### src/rtl/drrip_pkg.sv
package drrip_pkg;

    localparam int NUM_SETS    = 2048;
    localparam int NUM_WAYS    = 16;
    localparam int LEADER_SETS = 64;
    localparam int DUEL_WIDTH  = 10;
    localparam int SET_W       = $clog2(NUM_SETS);
    localparam int WAY_W       = $clog2(NUM_WAYS);
    localparam int ROW_W       = 2 * NUM_WAYS;
    localparam int TALLY_W     = 10;

    localparam logic [1:0] AGE_MAX  = 2'd3;
    localparam logic [1:0] LIVE_MAX = 2'd3;
    localparam logic [1:0] LIVE_RST = 2'd1;
    localparam logic [DUEL_WIDTH-1:0] DUEL_MAX = {DUEL_WIDTH{1'b1}};
    localparam logic [DUEL_WIDTH-1:0] DUEL_MID = DUEL_MAX >> 1;
    localparam logic [TALLY_W-1:0]    TALLY_MASK = 10'h3FF;
    localparam logic [4:0]            BIMODAL_MASK = 5'h1F;
    localparam logic [SET_W-1:0] SR_LAST  = SET_W'(LEADER_SETS - 1);
    localparam logic [SET_W-1:0] BR_FIRST = SET_W'(NUM_SETS - LEADER_SETS);

    localparam logic OP_VICTIM = 1'b0;
    localparam logic OP_UPDATE = 1'b1;

    typedef logic [ROW_W-1:0] t_row;

    typedef struct packed {
        logic             we;
        logic [SET_W-1:0] addr;
        t_row             age;
        t_row             live;
    } t_row_wr;

endpackage

### src/rtl/drrip_row_calc.sv
module drrip_row_calc (
    input  drrip_pkg::t_row                   i_age,
    input  drrip_pkg::t_row                   i_live,
    input  logic                              i_op,
    input  logic [drrip_pkg::WAY_W-1:0]       i_way,
    input  logic                              i_hit,
    input  logic                              i_decay,
    input  logic                              i_ins3,
    output drrip_pkg::t_row                   o_age,
    output drrip_pkg::t_row                   o_live,
    output logic [drrip_pkg::WAY_W-1:0]       o_victim
);

    logic [1:0] top;
    logic [1:0] lift;
    logic [1:0] a;
    logic [1:0] l;
    logic       found;

    always_comb begin
        top = 2'd0;
        for (int w = 0; w < drrip_pkg::NUM_WAYS; w++) begin
            if (i_age[2*w +: 2] > top) top = i_age[2*w +: 2];
        end
        lift = drrip_pkg::AGE_MAX - top;
        o_age    = i_age;
        o_live   = i_live;
        o_victim = '0;
        found    = 1'b0;
        a        = 2'd0;
        l        = 2'd0;
        if (i_op == drrip_pkg::OP_VICTIM) begin
            for (int w = 0; w < drrip_pkg::NUM_WAYS; w++) begin
                a = i_age[2*w +: 2] + lift;
                o_age[2*w +: 2] = a;
                if (!found && a == drrip_pkg::AGE_MAX) begin
                    found = 1'b1;
                    o_victim = drrip_pkg::WAY_W'(w);
                end
            end
        end else if (i_decay) begin
            for (int w = 0; w < drrip_pkg::NUM_WAYS; w++) begin
                if (i_live[2*w +: 2] != 2'd0) o_live[2*w +: 2] = i_live[2*w +: 2] - 2'd1;
            end
        end else begin
            l = i_live[2*i_way +: 2];
            if (i_hit) begin
                o_age[2*i_way +: 2] = 2'd0;
                if (l < drrip_pkg::LIVE_MAX) o_live[2*i_way +: 2] = l + 2'd1;
            end else if (l == 2'd0 || i_ins3) begin
                o_age[2*i_way +: 2] = drrip_pkg::AGE_MAX;
            end else begin
                o_age[2*i_way +: 2] = drrip_pkg::AGE_MAX - 2'd1;
            end
        end
    end

endmodule

### config.mk
export PLATFORM = sky130hd
export DESIGN_NAME = drrip_row_calc
export DESIGN_NICKNAME = d
export VERILOG_FILES = /design/src/rtl/drrip_pkg.sv /design/src/rtl/drrip_row_calc.sv
export SDC_FILE = /design/constraint.sdc
export NUM_CORES = 1
export LEC_CHECK = 0
export BUFFER_PORTS_ARGS = -buffer_cell sky130_fd_sc_hd__buf_2
export CAP_MARGIN = 20
export CORE_MARGIN = 8
export CORE_UTILIZATION = 30
export DETAILED_ROUTE_END_ITERATION = 12
export PLACE_DENSITY = 0.58
export SLEW_MARGIN = 40
export SYNTH_ARGS = -nofsm -noshare
export SYNTH_HDL_FRONTEND = slang
export SYNTH_SLANG_ARGS = --single-unit
export TNS_END_PERCENT = 100
### constraint.sdc
create_clock -name vclk -period 23.7
set_input_delay 2.37 -clock vclk [all_inputs]
set_output_delay 2.37 -clock vclk [all_outputs]
set_load 0.1 [all_outputs]
==> summary.txt, run 1 <==
Status
  • Status: finished clean

Critical path
  • Buf/Inv on CP: 8
  • CP max FO: 13
  • CP peak stage delay: 0.55 ns
  • Crit-path slowest cell: or4_4
  • Data arrival time of the worst path: 18.41 ns
  • Crit-path most repeated cell: ha_1
  • Delay-heaviest family, CP: compound AO/OA/AOI/OAI gates
  • Crit start category: primary input
  • Critical Path RT: 21.33 ns
  • Critical path type: in -> out
  • Crit path depth: 80
  • Setup crit end kind: output pin

Timing
  • Final setup TNS: 0 ns
  • Final setup viols: 0
  • Worst hold slack: 5.27 ns
  • Pins Over Slew Limit: 0
  • Setup WS post-layout: 2.92 ns
  • Worst-margin pin slew: 0.768 ns
  • FMAX: 48.1 MHz
  • RSZ-0062 raised after global routing: no
  • Hold Violations, Final: 0
  • Relative slew slack: 48.7%
  • Final Cycle Share: 87.7%
  • Post-layout min period: 20.78 ns

Global route
  • Global-route wire length before repair: 28.4 mm
  • Initial antenna violation count: 0
  • Vias in the first global route: 5375
  • Overall global routing resource usage: 16.9%
  • Gr ovfl total: 0
  • Largest net degree at the start of global routing: 73

Detailed routing
  • Via/cell ratio: 5.42
  • Drt pass-1 iters: 5
  • Vias: 5776
  • Drt drc: 0
  • Initial drt markers: 483
  • Final ANT Viol Nets: 0
  • Wire length per cell: 17.1 um
  • WL final: 18.2 mm

Logic synthesis
  • Synth warnings: 0
  • Adder-cell share of the synthesized area: 13.4%
  • Synth Area in XOR/XNOR: 9.41%
  • Largest family of logic cells by synthesized area: simple AND/OR/NAND/NOR gates
  • Mux share of post-synthesis cell area: 14.2%
  • Synth Area in Compound Gates: 27.1%
  • Net Count, Synth: 872
  • Synthesized area: 4840 um2
  • Simple-Gate Fraction of Synth Area: 27.3%
  • Cell variety after synth: 76
  • Seq/Total Area, Yosys: 0%
  • Post-Syn Instances: 748
  • Avg Cell Area, Syn: 6.47 um2

Finish
  • Seq cells: 0
  • P&R area growth vs syn: 17.4%
  • N_diodes: 0
  • Clock buf count: 0
  • Fin util: 35.9%
  • Layout cells sized above 1: 20.5%
  • Register area: 0 um2
  • Final nets: 975
  • Fin cells: 1065

Pwr
  • Worst vdd ir: 0.0000783 V
  • Power per cell area: 67.8 nW/um2
  • Static leakage: 2.93 nW

Place
  • RD Place Congestion: 0.919
  • DP Cell Count: 1065
  • DP Wirelength: 14.8 mm
  • Pre-CTS setup slack: 3.04 ns
  • Port bufs: 140

Die
  • Die width: 143 um
  • IO Pins: 140
  • Die height: 143 um
  • Die Area: 20400 um2
  • Starting density of the core: 30.6%
  • Row count: 46
  • Core Area: 15800 um2

Run
  • Maxcap violations: 0

Worst hold path
  • Worst hold stages: 4
  • Hold crit path type: in -> out

CTS
  • Cts repair resizes: 0
  • Number of setup buffers added after CTS: 0
  • Hold_buf cts: 0
-- cell usage after synthesis (all sizes together) (6+ instances only) --
cell type / instances / share of area (%)
a21oi: 16 / 1.7
a22o: 17 / 3.1
and2: 10 / 1.3
and3: 8 / 1.1
buf: 7 / 0.80
clkbuf: 35 / 2.7
ha: 52 / 13
inv: 62 / 4.8
mux2i: 47 / 9.7
mux4: 8 / 3.7
nand2: 142 / 11
nand2b: 14 / 2.0
nand3: 26 / 2.7
nand4: 6 / 0.78
nor2: 51 / 4.0
nor3: 14 / 1.4
o211ai: 6 / 1.2
o21ai: 72 / 7.4
o21bai: 9 / 1.4
o22ai: 17 / 2.5
xnor2: 45 / 8.1
xor2: 7 / 1.3
-- cell families after synthesis --
kind of cell    after synthesis
mux                          58
xor+xnor                     52
fa+ha+maj                    52
compound gates              189
buf+inv                     105
simple gates                292
-- per-layer routing --
layer  GRT usage (%)  vias to the layer above  wire, um
li1                -                     2853         -
met1            23.4                     2680      8650
met2            28.1                      225      8040
met3            1.84                       18      1340
met4            2.13                        0       215
met5               0                        -         0
-- power breakdown --
part           total [mW]  leakage (nW)  switching (mW)  internal [mW]
registers               0             0               0              0
clock network           0             0               0              0
logic               0.385          2.93           0.288         0.0973
total               0.385          2.93           0.288         0.0973
-- path summary, 6_finish.rpt --
path                          end       from  slack [ns]
worst max-delay path  o_victim[0]   i_age[2]        2.92
worst min-delay path    o_live[3]  i_live[3]        5.27
-- per-stage QoR --
step | cell area, um2 | total power, mW
after detailed placement | 5680 | 0.383
after global placement | 5670 | 0.381
final | 5680 | 0.385
after floorplan | 4840 | 0.314
after global routing | 5680 | 0.412
after CTS | 5680 | 0.385
-- final cells by class --
cell class         instances  area [um2]
inverters                 62         233
repair buffers           144         733
well taps                216         270
multi-input cells        643        4440
fillers                 1742       10100
-- placed cells by master (no fill, tap or decap), types with 9 or more instances in the layout --
cell,synthesis,routed
inv_1,62,62
a22o_1,17,17
nor3_1,14,14
xnor2_1,45,45
nor2_1,51,50
buf_2,4,139
nand3_1,26,26
o22ai_1,15,15
a21oi_1,15,15
o21bai_1,9,9
mux2i_1,47,47
nand2_1,142,142
nand2b_1,13,13
ha_1,52,52
o21ai_0,71,71
(Power assumes the default switching activity.)
==> inputs of run 2 (changes only) <==
CAP_MARGIN = not set   (was 20)
CORE_MARGIN = not set   (was 8)
==> run 2 against run 1 <==
Largest power group unchanged. Critical path type unchanged. Utilization about the same. Maximum frequency increased by 0.70%. Critical endpoint is now o_victim[1]. Hold slack got worse by 0.0067 ns. Sequential share of layout area unchanged.
==> summary.txt, run 2 (synthesis gave the netlist of run 1 again) <==
Detailed routing
  • Initial drt markers: 421
  • Wire length per cell: 15.7 um
  • Drt drc: 0
  • Vias: 5669
  • WL final: 16.7 mm
  • Drt pass-1 iters: 6
  • Via/cell ratio: 5.32
  • Final ANT Viol Nets: 0

Critical path
  • Data arrival time of the worst path: 18.26 ns
  • Crit-path slowest cell: o21a_1
  • CP peak stage delay: 0.54 ns
  • Setup crit end kind: output pin
  • Critical Path RT: 21.33 ns
  • CP max FO: 18
  • Crit start category: primary input
  • Critical path type: in -> out
  • Crit-path most repeated cell: ha_1

Finish
  • Commonest non-fill, non-tap cell in the layout: nand2_1
  • P&R area growth vs syn: 17.2%
  • Most frequent cells in the layout: nand2_1 (142), buf_2 (138), o21ai_0 (71)
  • N_diodes: 0
  • Layout cells sized above 1: 20.5%
  • Clock buf count: 0
  • Fill cells: 1735
  • Seq cells: 0
  • Area occupied by multi-input gates: 4430 um2
  • Final nets: 975
  • Register area: 0 um2

Timing
  • FMAX: 48.5 MHz
  • Final setup TNS: 0 ns
  • Relative slew slack: 56.9%
  • Post-layout min period: 20.63 ns
  • Final Cycle Share: 87.1%
  • Pins Over Slew Limit: 0
  • Setup WS post-layout: 3.07 ns
  • RSZ-0062 raised after global routing: no
  • Worst-margin pin slew: 0.646 ns
  • Final setup viols: 0
  • Hold Violations, Final: 0

Pwr
  • Power per cell area: 67.5 nW/um2
  • Worst vdd ir: 0.000116 V
  • Static leakage: 2.93 nW

CTS
  • Number of setup buffers added after CTS: 0
  • Cts repair resizes: 0
  • Hold_buf cts: 0

Global route
  • Initial antenna violation count: 0
  • Global-route wire length before repair: 26.2 mm
  • Gr ovfl total: 0
  • Largest net degree at the start of global routing: 73
  • Overall global routing resource usage: 19.5%
  • Vias in the first global route: 4986

Worst hold path
  • Worst hold stages: 4
  • Hold EP: o_live[1]
  • Hold_sp: i_live[1]
  • Hold crit path type: in -> out

Place
  • Pre-CTS setup slack: 3.13 ns
  • Port bufs: 140
  • DP Wirelength: 13.4 mm
  • RD Place Congestion: 0.847

Die
  • Starting density of the core: 30.6%
  • Die Area: 16600 um2
  • IO Pins: 140
  • Die height: 129 um
  • Die width: 129 um
  • Core Area: 15800 um2
  • Row count: 46

Status
  • Status: finished clean

Run
  • Maxcap violations: 0
## run 2: cell count changes in the layout (fill, tap and decap cells not counted)
cell	delta
buf_2	-1
o31ai_2	+1
o31ai_4	-1
buf_4	+1
## run 2: critical path: cells and delay by family
| family | cells | cell delay (ns) |
|---|---|---|
| AO/OA/AOI/OAI | 26 | 6.10 |
| XOR/XNOR | 1 | 0.16 |
| adder cells (fa/ha/maj) | 15 | 3.80 |
| buffers and inverters | 10 | 1.53 |
| multiplexers | 3 | 1.01 |
| AND/OR/NAND/NOR | 25 | 3.25 |
## run 2: final cells by class
class	count	area share (%)
inverter	62	4.10
timing repair buffer	144	13.0
multi-input combinational	643	78.2
tap	216	4.76
## run 2: routing by layer
| layer | global-route usage [%] | wire [um] | vias to the layer above |
|---|---|---|---|
| met5 | 0 | 0 | - |
| met1 | 27.4 | 7850 | 2605 |
| li1 | - | - | 2850 |
| met2 | 33.9 | 7730 | 202 |
| met3 | 0.624 | 939 | 12 |
| met4 | 2.15 | 200 | 0 |
## run 2: metrics by stage
step | power, mW | hold WS (ns) | utilization (%) | cells | cell area [um2]
6_report | 0.383 | 5.26 | 35.8 | 1065 | 5670
5_1_grt | 0.409 | 5.27 | 35.8 | 1065 | 5670
4_1_cts | 0.383 | 5.26 | 35.8 | 1065 | 5670
3_5_place_dp | 0.381 | 5.26 | 35.8 | 1065 | 5670
3_3_place_gp | 0.380 | 5.26 | 35.8 | 1065 | 5670
2_1_floorplan | 0.314 | 5.26 | - | 748 | 4840
## run 2: power by group
group,switching [mW],internal [mW],total (mW)
combinational,0.285,0.0975,0.383
sequential,0,0,0
clock,0,0,0
## run 2: worst max path at each step
stage                  end  slack (ns)      from
5_1_grt        o_victim[1]        1.62  i_age[1]
3_3_place_gp   o_victim[1]        3.36  i_age[2]
4_1_cts        o_victim[1]        3.06  i_age[2]
2_1_floorplan    o_age[23]        3.36  i_age[0]
6_report       o_victim[1]        3.07  i_age[2]
3_5_place_dp   o_victim[1]        3.13  i_age[2]
